$ cat config.mk
export PLATFORM = sky130hd
export DESIGN_NAME = case_insensitive_substring_matcher
export DESIGN_NICKNAME = d
export VERILOG_FILES = /design/src/sv/cism_pkg.sv /design/src/sv/cism_cell.sv /design/src/sv/cism_rot.sv /design/src/sv/case_insensitive_substring_matcher.sv
export VERILOG_INCLUDE_DIRS = /design/src /design/src/sv
export SDC_FILE = /design/constraint.sdc
export NUM_CORES = 1
export LEC_CHECK = 0
export ABC_CLOCK_PERIOD_IN_PS = 3600
export BUFFER_PORTS_ARGS = -buffer_cell sky130_fd_sc_hd__buf_2
export CORE_MARGIN = 3
export CORE_UTILIZATION = 25
export CTS_CLUSTER_DIAMETER = 100
export DETAILED_ROUTE_END_ITERATION = 10
export PLACE_DENSITY = 0.49
export SYNTH_ARGS = -nofsm -noshare
export SYNTH_HDL_FRONTEND = slang
export SYNTH_SLANG_ARGS = --single-unit
$ cat constraint.sdc
create_clock -name clock -period 3.6 [get_ports clock]
set_clock_uncertainty 0.05 [all_clocks]
set_input_delay 0.72 -clock clock [delete_from_list [all_inputs] [get_ports clock]]
set_output_delay 0.72 -clock clock [all_outputs]
set_load 0.01 [all_outputs]
$ cat src/sv/case_insensitive_substring_matcher_macros.svh
// assertion macros for the case-insensitive substring matcher
// included by the top level; no other dependencies
`ifndef CASE_INSENSITIVE_SUBSTRING_MATCHER_MACROS_SVH
`define CASE_INSENSITIVE_SUBSTRING_MATCHER_MACROS_SVH

// same-cycle implication, disabled while reset is high
`define CISM_ASSERT_NOW(label, clk, rst, ante, cons, msg) \
   label: assert property (@(posedge clk) disable iff (rst) (ante) |-> (cons)) \
      else $error(msg);

// next-cycle implication, disabled while reset is high
`define CISM_ASSERT_NEXT(label, clk, rst, ante, cons, msg) \
   label: assert property (@(posedge clk) disable iff (rst) (ante) |=> (cons)) \
      else $error(msg);

`endif

$ cat src/sv/cism_pkg.sv
// shared types and constants for the case-insensitive substring matcher
// no dependencies
package cism_pkg;

   // window and needle depth
   localparam int MAX_NEEDLE = 32;
   localparam int IDX_W      = $clog2(MAX_NEEDLE);
   localparam int LEN_W      = 6;
   localparam int OP_W       = 2;
   localparam int CHAR_W     = 8;

   // operation codes
   localparam logic [OP_W-1:0] OP_LOAD  = 2'd0;
   localparam logic [OP_W-1:0] OP_TEXT  = 2'd1;
   localparam logic [OP_W-1:0] OP_CLEAR = 2'd2;
   localparam logic [OP_W-1:0] OP_NONE  = 2'd3;

   typedef logic [CHAR_W-1:0] char_type;
   typedef char_type [MAX_NEEDLE-1:0] row_type;

   // per-cycle control broadcast to every cell
   typedef struct packed {
      logic shift;
      logic clear;
   } cell_ctl_type;

endpackage

$ cat src/sv/cism_cell.sv
// one cell of the matcher chain: a window byte, a needle byte and its comparator
// depends on cism_pkg
module cism_cell (
   input  logic                  clock,
   input  logic                  reset,
   input  cism_pkg::cell_ctl_type ctl,
   input  cism_pkg::char_type    newer_byte,
   output cism_pkg::char_type    window_byte,
   input  logic                  needle_we,
   input  cism_pkg::char_type    needle_data,
   output cism_pkg::char_type    needle_byte,
   input  cism_pkg::char_type    aligned_needle,
   input  logic                  active,
   output logic                  hit
);
   import cism_pkg::*;

   char_type window_ff;
   char_type window_in;
   char_type needle_ff;
   char_type needle_in;

   // window byte moves one cell older per text transaction; a clear zeroes it
   always_comb begin
      priority if (ctl.clear) begin
         window_in = '0;
      end else if (ctl.shift) begin
         window_in = newer_byte;
      end else begin
         window_in = window_ff;
      end
   end

   always_ff @(posedge clock) begin
      if (reset) begin
         window_ff <= '0;
      end else begin
         window_ff <= window_in;
      end
   end

   // needle byte, undefined until loaded
   assign needle_in = needle_we ? needle_data : needle_ff;

   always_ff @(posedge clock) begin
      needle_ff <= needle_in;
   end

   // compare the byte this cell will hold after the shift
   assign hit         = !active || (newer_byte == aligned_needle);
   assign window_byte = window_ff;
   assign needle_byte = needle_ff;

endmodule

$ cat src/sv/cism_rot.sv
// barrel rotator that lines the needle up with the newest end of the window
// depends on cism_pkg
module cism_rot (
   input  cism_pkg::row_type                 needle_row,
   input  logic [cism_pkg::IDX_W-1:0]        amount,
   output cism_pkg::row_type                 aligned_row
);
   import cism_pkg::*;

   row_type stage [0:IDX_W];

   assign stage[0] = needle_row;

   // aligned[p] = needle[(p + amount) mod depth], one power of two per level
   for (genvar k = 0; k < IDX_W; k++) begin : g_level
      for (genvar p = 0; p < MAX_NEEDLE; p++) begin : g_pos
         localparam int SRC = (p + (1 << k)) % MAX_NEEDLE;
         assign stage[k+1][p] = amount[k] ? stage[k][SRC] : stage[k][p];
      end
   end

   assign aligned_row = stage[IDX_W];

endmodule

$ cat src/sv/case_insensitive_substring_matcher.sv
// Streaming case-insensitive substring matcher (top level; uses cism_pkg, cism_cell,
// cism_rot and the assertion macro header). A needle of up to 32 bytes is loaded by
// index, text bytes stream through a row of 32 cells that shift the window one cell
// per text transaction, and every cell compares its new byte against the rotated
// needle in parallel. One transaction is accepted per clock cycle, back to back, and
// its result appears in the next cycle from the output register; a result that is
// not taken holds off further requests. A result that waits does not stop the next
// transaction as long as the consumer takes it in the same cycle.
`include "case_insensitive_substring_matcher_macros.svh"

module case_insensitive_substring_matcher (
   input  logic                          clock,
   input  logic                          reset,
   input  logic                          req_valid,
   output logic                          req_ready,
   input  logic [cism_pkg::OP_W-1:0]     req_operation,
   input  logic [cism_pkg::IDX_W-1:0]    req_byte_index,
   input  logic [cism_pkg::CHAR_W-1:0]   req_byte_value,
   output logic                          rsp_valid,
   input  logic                          rsp_ready,
   output logic                          rsp_match_here,
   output logic                          rsp_found,
   input  logic                          csr_write_enable,
   input  logic [cism_pkg::LEN_W-1:0]    csr_write_data
);
   import cism_pkg::*;

   localparam logic [CHAR_W-1:0] CHAR_LOWER_A = 8'h61;
   localparam logic [CHAR_W-1:0] CHAR_LOWER_Z = 8'h7a;
   localparam logic [CHAR_W-1:0] CASE_OFFSET  = 8'd32;
   localparam logic [LEN_W-1:0]  LEN_MAX      = LEN_W'(MAX_NEEDLE);

   function automatic char_type fold_upper(input char_type c);
      char_type r;
      r = c;
      if (c >= CHAR_LOWER_A && c <= CHAR_LOWER_Z) begin
         r = c - CASE_OFFSET;
      end
      return r;
   endfunction

   logic              accept;
   logic              is_load;
   logic              is_text;
   logic              is_clear;
   char_type          folded;
   cell_ctl_type      ctl;
   row_type           window_row;
   row_type           newer_row;
   row_type           needle_row;
   row_type           aligned_row;
   logic [MAX_NEEDLE-1:0] needle_we;
   logic [MAX_NEEDLE-1:0] active;
   logic [MAX_NEEDLE-1:0] hit;

   logic [LEN_W-1:0]  len_ff;
   logic [LEN_W-1:0]  len_in;
   logic [LEN_W-1:0]  bytes_seen_ff;
   logic [LEN_W-1:0]  bytes_seen_in;
   logic [LEN_W-1:0]  seen_inc;
   logic              found_flag_ff;
   logic              found_flag_in;
   logic              len_usable;
   logic              text_match;

   logic              rsp_valid_ff;
   logic              rsp_valid_in;
   logic              rsp_match_ff;
   logic              rsp_match_in;
   logic              rsp_found_ff;
   logic              rsp_found_in;

   // handshake: the output register frees up when its transaction is taken
   assign req_ready = !rsp_valid_ff || rsp_ready;
   assign accept    = req_valid && req_ready;

   // operation decode
   always_comb begin
      is_load  = 1'b0;
      is_text  = 1'b0;
      is_clear = 1'b0;
      unique case (req_operation)
         OP_LOAD:  is_load  = accept;
         OP_TEXT:  is_text  = accept;
         OP_CLEAR: is_clear = accept;
         OP_NONE:  ;
      endcase
   end

   assign folded    = fold_upper(req_byte_value);
   assign ctl.shift = is_text;
   assign ctl.clear = is_clear;

   // needle length register
   assign len_in = csr_write_enable ? csr_write_data : len_ff;

   always_ff @(posedge clock) begin
      if (reset) begin
         len_ff <= '0;
      end else begin
         len_ff <= len_in;
      end
   end

   // line the needle up so its last byte meets the newest window cell
   cism_rot u_rot (
      .needle_row  (needle_row),
      .amount      (len_ff[IDX_W-1:0]),
      .aligned_row (aligned_row)
   );

   // row of cells, newest byte enters at the top cell
   for (genvar p = 0; p < MAX_NEEDLE; p++) begin : g_cell
      if (p == MAX_NEEDLE - 1) begin : g_top
         assign newer_row[p] = folded;
      end else begin : g_mid
         assign newer_row[p] = window_row[p+1];
      end

      assign needle_we[p] = is_load && (req_byte_index == IDX_W'(p));
      // cell takes part when it lies within the last len_ff window positions
      assign active[p] = ((LEN_W+1)'(p) + {1'b0, len_ff}) >= (LEN_W+1)'(MAX_NEEDLE);

      cism_cell u_cell (
         .clock          (clock),
         .reset          (reset),
         .ctl            (ctl),
         .newer_byte     (newer_row[p]),
         .window_byte    (window_row[p]),
         .needle_we      (needle_we[p]),
         .needle_data    (folded),
         .needle_byte    (needle_row[p]),
         .aligned_needle (aligned_row[p]),
         .active         (active[p]),
         .hit            (hit[p])
      );
   end

   // match decision for a text transaction
   assign seen_inc   = (bytes_seen_ff < LEN_MAX) ? bytes_seen_ff + 1'b1 : bytes_seen_ff;
   assign len_usable = (len_ff != '0) && (len_ff <= LEN_MAX);
   assign text_match = len_usable && (seen_inc >= len_ff) && (&hit);

   // search progress
   always_comb begin
      bytes_seen_in = bytes_seen_ff;
      found_flag_in = found_flag_ff;
      priority if (is_clear) begin
         bytes_seen_in = '0;
         found_flag_in = 1'b0;
      end else if (is_text) begin
         bytes_seen_in = seen_inc;
         found_flag_in = found_flag_ff || text_match;
      end
   end

   always_ff @(posedge clock) begin
      if (reset) begin
         bytes_seen_ff <= '0;
         found_flag_ff <= 1'b0;
      end else begin
         bytes_seen_ff <= bytes_seen_in;
         found_flag_ff <= found_flag_in;
      end
   end

   // output register
   always_comb begin
      rsp_valid_in = rsp_valid_ff && !rsp_ready;
      rsp_match_in = rsp_match_ff;
      rsp_found_in = rsp_found_ff;
      if (accept) begin
         rsp_valid_in = 1'b1;
         rsp_match_in = is_text && text_match;
         rsp_found_in = found_flag_in || (len_ff == '0);
      end
   end

   always_ff @(posedge clock) begin
      if (reset) begin
         rsp_valid_ff <= 1'b0;
      end else begin
         rsp_valid_ff <= rsp_valid_in;
      end
   end

   always_ff @(posedge clock) begin
      rsp_match_ff <= rsp_match_in;
      rsp_found_ff <= rsp_found_in;
   end

   assign rsp_valid      = rsp_valid_ff;
   assign rsp_match_here = rsp_match_ff;
   assign rsp_found      = rsp_found_ff;

   // checks
   `CISM_ASSERT_NOW(a_match_sets_found, clock, reset, rsp_valid_ff && rsp_match_ff, rsp_found_ff, "match reported without found")
   `CISM_ASSERT_NEXT(a_clear_empties, clock, reset, is_clear, (bytes_seen_ff == '0) && !found_flag_ff, "clear did not reset the search")
   `CISM_ASSERT_NOW(a_seen_bounded, clock, reset, 1'b1, bytes_seen_ff <= LEN_MAX, "byte count past the window depth")
   `CISM_ASSERT_NEXT(a_accept_gives_result, clock, reset, accept, rsp_valid_ff, "accepted transaction produced no result")

endmodule
* After elaboration in Yosys (flattened, before gate mapping) *
Index checks and enable logic that the tools add are counted.
W data, S select, Z words.

storage, ports and cells
  word-level logic and storage cells = 486
  bits in registers = 520
  output and inout port bits = 4
  bits of input ports = 26

operators by class
  mux-type cells = 168
  eq/ne operators = 65
  add/subtract/negate cells = 33
  magnitude comparators = 37
  reduce and logical (&&, ||, !) cells = 114

operators with widths
  operator               count
  $mux W8                161
  $eq A8 B8 Y1           32
  $ge A7 B6 Y1 const B   31
  $add A5 B6 Y7 const A  16
  $eq A5 B5 Y1 const B   16
  $add A4 B6 Y7 const A  8
  $eq A5 B4 Y1 const B   8
  $logic_and A1 B1 Y1    39
  $logic_or A1 B1 Y1     35
  $logic_not A1 Y1       34
  $reduce_and A32 Y1     1
  $add A3 B6 Y7 const A  4
  $eq A5 B3 Y1 const B   4
  $add A2 B6 Y7 const A  2
  $eq A5 B2 Y1 const B   2
  $ge A8 B7 Y1 const B   1
  $le A8 B7 Y1 const B   1
  $sub A8 B6 Y8 const B  1
  $add A1 B6 Y7 const A  1
  $add A6 B1 Y6 const B  1
  $ge A6 B6 Y1           1
  $ge A6 B6 Y1 const B   1
  $le A6 B6 Y1 const B   1
  $logic_not A6 Y1       1
  other kinds (10)       15

* Longest topological paths before layout *
Gate-level depths: netlist of the first run.

  depth after elaboration = 13
  depth in mapped cells = 17
  depth with buffers taken out = 13

* Cells and area by module *
From an unflattened synthesis of the first run, not the netlist that was laid out.

second synthesis, totals
  cell total of the unflattened synthesis = 2,709
  area total of the unflattened synthesis = 37,278.3 um^2

by module, submodules not included
  module                              cells each  area an instance (um^2)  sequential area each (um^2)  times used
  cism_cell                           46          623.1                    400.4                        32
  cism_rot                            911         15,159.5                 0.0                          1
  case_insensitive_substring_matcher  326         2,179.6                  340.3                        1

* Least setup slack after synthesis of the first run *
Ideal clock, no wire load.

  path kind = register to register
  start point = register len_ff[3]
  end point = register rsp_found_ff (netlist: rsp_found), data pin
  setup slack = -0.229 ns
  cell stages (with the launch flop) = 15
  data required time = 3.403 ns
  buffers on the path = 3
  data arrival time = 3.632 ns
  period minus slack after synthesis = 3.829 ns
  setup time = 0.147 ns
  path through = dfxtp_1 buf_2 clkbuf_1 buf_1 mux4_2 mux2i_1 o22ai_1 or3_1 a22oi_1 a31o_1 o2111ai_1 nor4_1 nand3_1 o31ai_2 o2bb2ai_1

between the ends
  cells in the longest elaborated chain, start to end = 10
  elaborated cells between the ends (all ways) = 235
  classes of those cells = add/sub (31); order compare (34); eq/ne (32); mux (66); reduce/logical (72)

RTL lines
  what                                                     line                                                       RTL
  from (decl)                                              case_insensitive_substring_matcher.sv:56                   logic [LEN_W-1:0] len_ff;
  from (signal assigned)                                   case_insensitive_substring_matcher.sv:101                  len_ff <= len_in;
  $add A1 B6 Y7 (tied with other cells)                    case_insensitive_substring_matcher.sv:122                  assign active[p] = ((LEN_W+1)'(p) + {1'b0, len_ff}) >= (LEN_W+1)'(MAX_NEEDLE);
  $ge A7 B6 Y1 / $mux W8 (equally long branches)           case_insensitive_substring_matcher.sv:122, cism_rot.sv:18
  $logic_not A1 Y1 / $eq A8 B8 Y1 (equally long branches)  cism_cell.sv:50                                            assign hit = !active || (newer_byte == aligned_needle);
  $logic_or A1 B1 Y1                                       cism_cell.sv:50
  $reduce_and A32 Y1                                       case_insensitive_substring_matcher.sv:142                  assign text_match = len_usable && (seen_inc >= len_ff) && (&hit);
  $logic_and A1 B1 Y1                                      case_insensitive_substring_matcher.sv:142
  $logic_or A1 B1 Y1                                       case_insensitive_substring_matcher.sv:153                  found_flag_in = found_flag_ff || text_match;
  $mux W1                                                  case_insensitive_substring_matcher.sv:151                  end else if (is_text) begin
  $mux W1                                                  case_insensitive_substring_matcher.sv:148                  priority if (is_clear) begin
  $logic_or A1 B1 Y1 *                                     case_insensitive_substring_matcher.sv:175                  rsp_found_in = found_flag_in || (len_ff == '0);
  to (signal assigned)                                     case_insensitive_substring_matcher.sv:189                  rsp_found_ff <= rsp_found_in;
  to (decl)                                                case_insensitive_substring_matcher.sv:70                   logic rsp_found_ff;

Every way passes the cells marked *; elsewhere a longest branch is shown, timed or not.
A chain may end at the register's enable or synchronous reset.

* Final worst setup path of the first run *
  start point = register len_ff[1]
  end point = register rsp_match_ff (netlist: rsp_match_here), data pin

between the ends
  cells in the longest elaborated chain, start to end = 9
  elaborated cells between the ends (all ways) = 295
  classes of those cells = add/sub (31); order compare (34); eq/ne (32); mux (128); reduce/logical (70)

RTL lines
  what                                                   line                                       RTL
  branches (longest 7 deep; another with $add A1 B6 Y7)  n/a
  $logic_and A1 B1 Y1 *                                  case_insensitive_substring_matcher.sv:142
  $logic_and A1 B1 Y1 *                                  case_insensitive_substring_matcher.sv:174  rsp_match_in = is_text && text_match;
  to (signal assigned)                                   case_insensitive_substring_matcher.sv:188  rsp_match_ff <= rsp_match_in;
  to (decl)                                              case_insensitive_substring_matcher.sv:68   logic rsp_match_ff;

Every way passes the cells marked *.

==> results.toml, run 1 <==
[finish]
nets = 4266
postLayoutCoreUtil = 0.341
areaGrowthSynthToFinish_pct = 34.7
fin_cells = 6171
drive_gt1_frac = 0.385
post-route-cell-area_um2 = 49300
regArea_um2 = 13000
multiInputGateArea_um2 = 22800
fill_cells = 14300

[synthesis]
ys_async_sr_fraction = 0
yosys.area.top_type = "mux4_2"
ys.flop_type = "dfxtp_1"
synth_cell_types = 68
syn-num-nets = 3432
syn_area_um2 = 36600
synth_area_per_cell_um2 = 10.8
yosys-top-cells-count = "nand2_1, mux4_2, a21oi_1"
yosysSeqAreaShare = 0.355
post-synth-top-count-cell = "nand2_1"
netlist_instances = 3384
synth_area_leaders = "mux4_2, edfxtp_1, dfxtp_1, mux2i_1, nand2_1"
synth_seq_cells = 520
ys_warn_count = 0
synth.top_cell.area_share = 0.232
synth-edff-count = 258

[power_and_ir_drop]
cellLeakagePower_nw = 18.7
power_density_nw_per_um2 = 364
peakVddDrop_v = 0.000319
p_total_mw = 18.0

[route]
firstDrtPassIters = 6
drc = 0
wirelength_mm = 165
dr_total_vias = 33700
avgViaCountPerCell = 5.46
wire_per_inst_um = 26.8
ant_nets = 0
first_iter_violations = 4957

[clock_network]
clockBufferDepth = 3
cts_hold_buf = 0
cts_tree = "done"
clkSlewWorstSetupHoldPaths_ps = 60
cts.sink_count = 520
clkLatencyLatePin_ps = 650
numCtsBuffers = 57
root_buffer = "clkbuf_16"
h-tree-depth = 2

[worst_setup_path]
crit_chain = "buf_8, buf_6, bufbuf_16, and2_0, buf_12, a22oi_1, o21ai_1, a222oi_1, buf_4, xnor2_1, nor4_2, buf_4, nand2_1, a221oi_4, nand4b_1, buf_4, nor3_2, buf_4"
crit_top_cell = "buf_4"
cp_slowest_stage_delay_ps = 620
critPathSlowestCell = "a222oi_1"
cp.arrival_ps = 4820
cp-startpoint = "len_ff[1]"
crit_fanout = 22
worstSetupStartpointType = "flop"
rrSetupSlack_ps = -730
crit_required_ps = 4080
timing.rr.start = "len_ff[1]"
end_kind = "flop"
worstSetupPathType = "reg2reg"

[floorplanning]
ios = 30
start_util = 0.253
coreArea_um2 = 145000
die_area_um2 = 151000
rows = 139
fp.dieW_um = 389
die_y_um = 389

[min_path]
min-delay-path-class = "in2reg"
worstHoldStart = "csr_write_data[5]"

[global_routing]
grt_max_degree = 175
grt_usage = 0.211
grt_pass1_vias = 31000
grt_pass1_wl_mm = 233
antenna_found_initial = 7
grt.overflow.total = 0

[job]
maxCapViolCount = 0

[timing]
final.setup.tns_ps = -2120
max-slew-margin-rel = 0.333
report.final.slew_viol_count = 0
hold_viol = 0
layout_setup_ws_ps = -735
max_freq_mhz = 231
tightestPinTransition_ps = 1000
fin_crit_ps = 4330
finalSetupViolCount = 3
rsz0062_at_grt = "true"
period_share = 1.20

[outcome]
violations = "setup timing"
run_status = "finished, violations left"

[place]
port_buffers = 29
dp_hpwl_mm = 132
place_area_um2 = 45900
placed_cells = 5992
gp_congestion = 0.970
[through the flow]
step | hold slack [ps] | worst slack [ps]
floorplan | 398 | 0.753
finish | 255 | -735
global placement | 404 | -888
global route | 248 | -823
CTS | 226 | -588
detailed placement | 412 | -858
[logic make-up after synthesis]
family	Yosys count	share of synthesized area
AOI/OAI and AO/OA	733	0.125
xor gates and xnor gates	231	0.0552
adders and majority gates	22	0.00752
buffers and inverters	308	0.0369
DFF	520	0.355
muxes	706	0.323
and+or+nand+nor	864	0.0983
[cell type report]
cell class	instances	area share
Sequential cell	520	0.264
Clock buffer	69	0.0308
Timing Repair Buffer	1069	0.183
Antenna cell	1	0.0000507
Tap cell	1903	0.0483
Inverter	14	0.00132
Multi-Input combinational cell	2556	0.461
Clock inverter	39	0.0116
[placed cells by master (no fill, tap or decap), types with 15 or more instances in the layout]
cell type and instances:
nand4_1 26, nor2_1 74, dfxtp_1 257, buf_2 29
clkbuf_16 57, nor4_1 23, o22ai_1 76, edfxtp_1 258
or3_1 15, mux2_2 15, a22oi_1 188, a21oi_1 318
ha_1 22, nand2_1 635, mux4_2 378, mux2i_1 290
mux2i_2 16, buf_12 60, xor2_1 116, xnor2_1 105
buf_6 15, buf_4 949, o21ai_0 41
[registers in the layout, summed over array words and instances, names as in the netlist]
register	flops
g_cell.u_cell.window_byte	248
bytes_seen_ff	6
len_ff	6
rsp_found	1
rsp_match_here	1
found_flag_ff	1
rsp_valid	1
g_cell.u_cell.needle_byte	256
[final timing paths]
path                                                   endpoint  cells past startpoint
worst min register to register  g_cell[1].u_cell.window_byte[7]                      2
worst max register to register                   rsp_match_here                     18
worst min-delay path                                  len_ff[5]                      3
worst max-delay path                             rsp_match_here                     18
[power by group]
group          total [mW]  switching (mW)  leakage [nW]  internal, mW
registers            6.25          0.0268          4.44          6.22
clock network        6.52            2.61          1.03          3.91
logic                5.19            2.83          13.2          2.36
[what timing repair did]
item,4_1_cts,5_1_grt
cloned,8,0
setup buffers,42,26
endpoints found under the setup margin,3,3
pin swaps,26,14
gates resized for setup,85,33
[critical path: cells and delay by family (launching register included)]
kind / cells / cell delay, ps
flops: 1 / 370
compound gates: 4 / 1350
xor+xnor: 1 / 90
simple gates: 5 / 890
buf+inv: 8 / 1430
[metal layers]
metal	wire (um)	share of wire	track usage	up-vias
met2	69900	0.42	0.302	1976
met3	13900	0.084	0.0283	217
met5	7	0.000042	0	-
li1	-	-	-	14700
met1	73500	0.44	0.315	16800
met4	7980	0.048	0.0884	2
Power figures use the tool's default switching activity.
==> run 2, diff against run 1 <==
CORE_MARGIN = 4   (was 3)
CORE_UTILIZATION = 55   (was 25)
PLACE_DENSITY = 0.83   (was 0.49)
==> run 2 against run 1 <==
The flow still finishes with violations (setup timing). Critical path type unchanged. Die area shrank 53%. Highest routed layer unchanged. Final area shrank 2.8%. Critical endpoint is now rsp_found. Largest cell class unchanged. Clock-buffer cell count grew 4.
==> results.toml, run 2 (same netlist as run 1, synthesis figures left out) <==
[timing]
layout_setup_ws_ps = -744
fin_crit_ps = 4340
max_freq_mhz = 230
final.setup.tns_ps = -2150
tightestPinTransition_ps = 864
finalSetupViolCount = 3
period_share = 1.21
max-slew-margin-rel = 0.424
hold_viol = 0
rsz0062_at_grt = "true"
report.final.slew_viol_count = 0

[finish]
n_antenna_cell = 0
layout_common_cells = "buf_4, nand2_1, mux4_2"
largest_reg_flops = 256
drive_gt1_frac = 0.385
post-route-cell-area_um2 = 47900
fin_cells = 5157
areaGrowthSynthToFinish_pct = 30.9
mostFrequentLayoutCell = "buf_4"
nets = 4295

[clock_network]
root_buffer = "clkbuf_16"
clkLatencyLatePin_ps = 640
h-tree-depth = 2
cts_hold_buf = 0
clockBufferDepth = 3
numCtsBuffers = 56
clkSlewWorstSetupHoldPaths_ps = 60
cts_tree = "done"
cts.sink_count = 520

[worst_setup_path]
worstSetupStartpointType = "flop"
rrSetupSlack_ps = -740
critPathSlowestCell = "mux4_2"
crit_top_cell = "buf_4"
cp_slowest_stage_delay_ps = 550
crit_required_ps = 4030
crit_fanout = 7
crit_chain = "buf_4, buf_12, buf_12, mux4_2, mux2i_1, buf_4, mux4_2, xor2_1, nand4_1, o211ai_1, o2111ai_2, nor4_2, buf_4, nand3_4, o31ai_4, o2bb2ai_1"
worstSetupPathType = "reg2reg"
end_kind = "flop"
cp.arrival_ps = 4770

[route]
routed-wl-met3_mm = 26.3
drc = 0
first_iter_violations = 6378
avgViaCountPerCell = 6.88
ant_nets = 0
wl_met1_mm = 63.1
firstDrtPassIters = 8
top_layer = "met5"
wl_met2_mm = 64.8
dr_total_vias = 35500
wirelength_mm = 165
wire_per_inst_um = 31.9

[floorplanning]
fp.dieW_um = 266
die_y_um = 266
coreArea_um2 = 65900
start_util = 0.556
rows = 94
ios = 30
die_area_um2 = 70800

[outcome]
run_status = "finished, violations left"
violations = "setup timing"

[place]
place_area_um2 = 45000
placed_cells = 4988
gp_congestion = 1.09
port_buffers = 29
dp_hpwl_mm = 128

[global_routing]
grt_max_degree = 96
grt_pass1_vias = 32400
grt.overflow.total = 0
grt_usage = 0.451
grt_pass1_wl_mm = 230
antenna_found_initial = 1

[power_and_ir_drop]
cellLeakagePower_nw = 18.7
power_density_nw_per_um2 = 365
peakVddDrop_v = 0.000638

[min_path]
min-delay-path-class = "in2reg"

[job]
maxCapViolCount = 0
run 2: changes by cell type in the layout (fill, tap and decap cells not counted), moves of 4 or more:
cell	delta
buf_12	+5
buf_16	-6
buf_4	+41
buf_6	-9
buf_8	-4
bufinv_16	-6
clkbuf_1	+5
clkbuf_16	+5
clkinv_2	-6
nor3_1	+5
nor3_2	-6
run 2: layer usage:
metal  vias to the layer above  GRT usage
met1                     17200      0.657
met4                         4      0.212
li1                      14800          -
met2                      3044      0.597
met5                         -          0
met3                       458      0.168
run 2: area by class of cell:
| class | instances | area [um2] |
|---|---|---|
| timing repair buffer | 1099 | 9170 |
| clock inverter | 31 | 370 |
| inverter | 14 | 63.8 |
| multi-input combinational | 2556 | 22700 |
| sequential | 520 | 13000 |
| fill | 4676 | 17900 |
| tap | 864 | 1080 |
| clock buffer | 73 | 1530 |
run 2: report_power, final:
group	switching [mW]	total, mW	internal [mW]	leakage, nW
clock network	2.54	5.98	3.44	0.909
logic	2.89	5.25	2.36	13.3
registers	0.0262	6.25	6.22	4.44
run 2: final timing paths:
check,cells after the start,startpoint,endpoint
setup / recovery,16,len_ff[1],rsp_found
hold / removal,3,csr_write_data[0],len_ff[0]
setup reg to reg,16,len_ff[1],rsp_found
hold reg to reg,2,g_cell[1].u_cell.window_byte[2],g_cell[1].u_cell.window_byte[2]
run 2: timing repair:
action | CTS | global route
setup endpoints to repair | 3 | 3
gates resized for setup | 48 | 36
buffers inserted | 15 | 46
cloned | 1 | 5
pin swaps | 17 | 19
run 2: worst max-delay path, delay by kind of cell, from the launching register on:
kind,cells,cell delay (ps)
XOR/XNOR,1,420
AO/OA/AOI/OAI,4,830
AND/OR/NAND/NOR,3,590
flip-flops,1,450
buffers and inverters,5,800
multiplexers,3,1060
run 2: through the flow:
| stage | total power, mW | util | setup WS [ps] | hold WS [ps] |
|---|---|---|---|---|
| 6_report | 17.5 | 0.728 | -744 | 292 |
| 2_1_floorplan | 8.72 | - | 0.753 | 398 |
| 5_1_grt | 17.9 | 0.728 | -836 | 314 |
| 3_5_place_dp | 11.2 | 0.683 | -1080 | 410 |
| 3_3_place_gp | 11.2 | 0.683 | -966 | 405 |
| 4_1_cts | 17.2 | 0.718 | -541 | 289 |
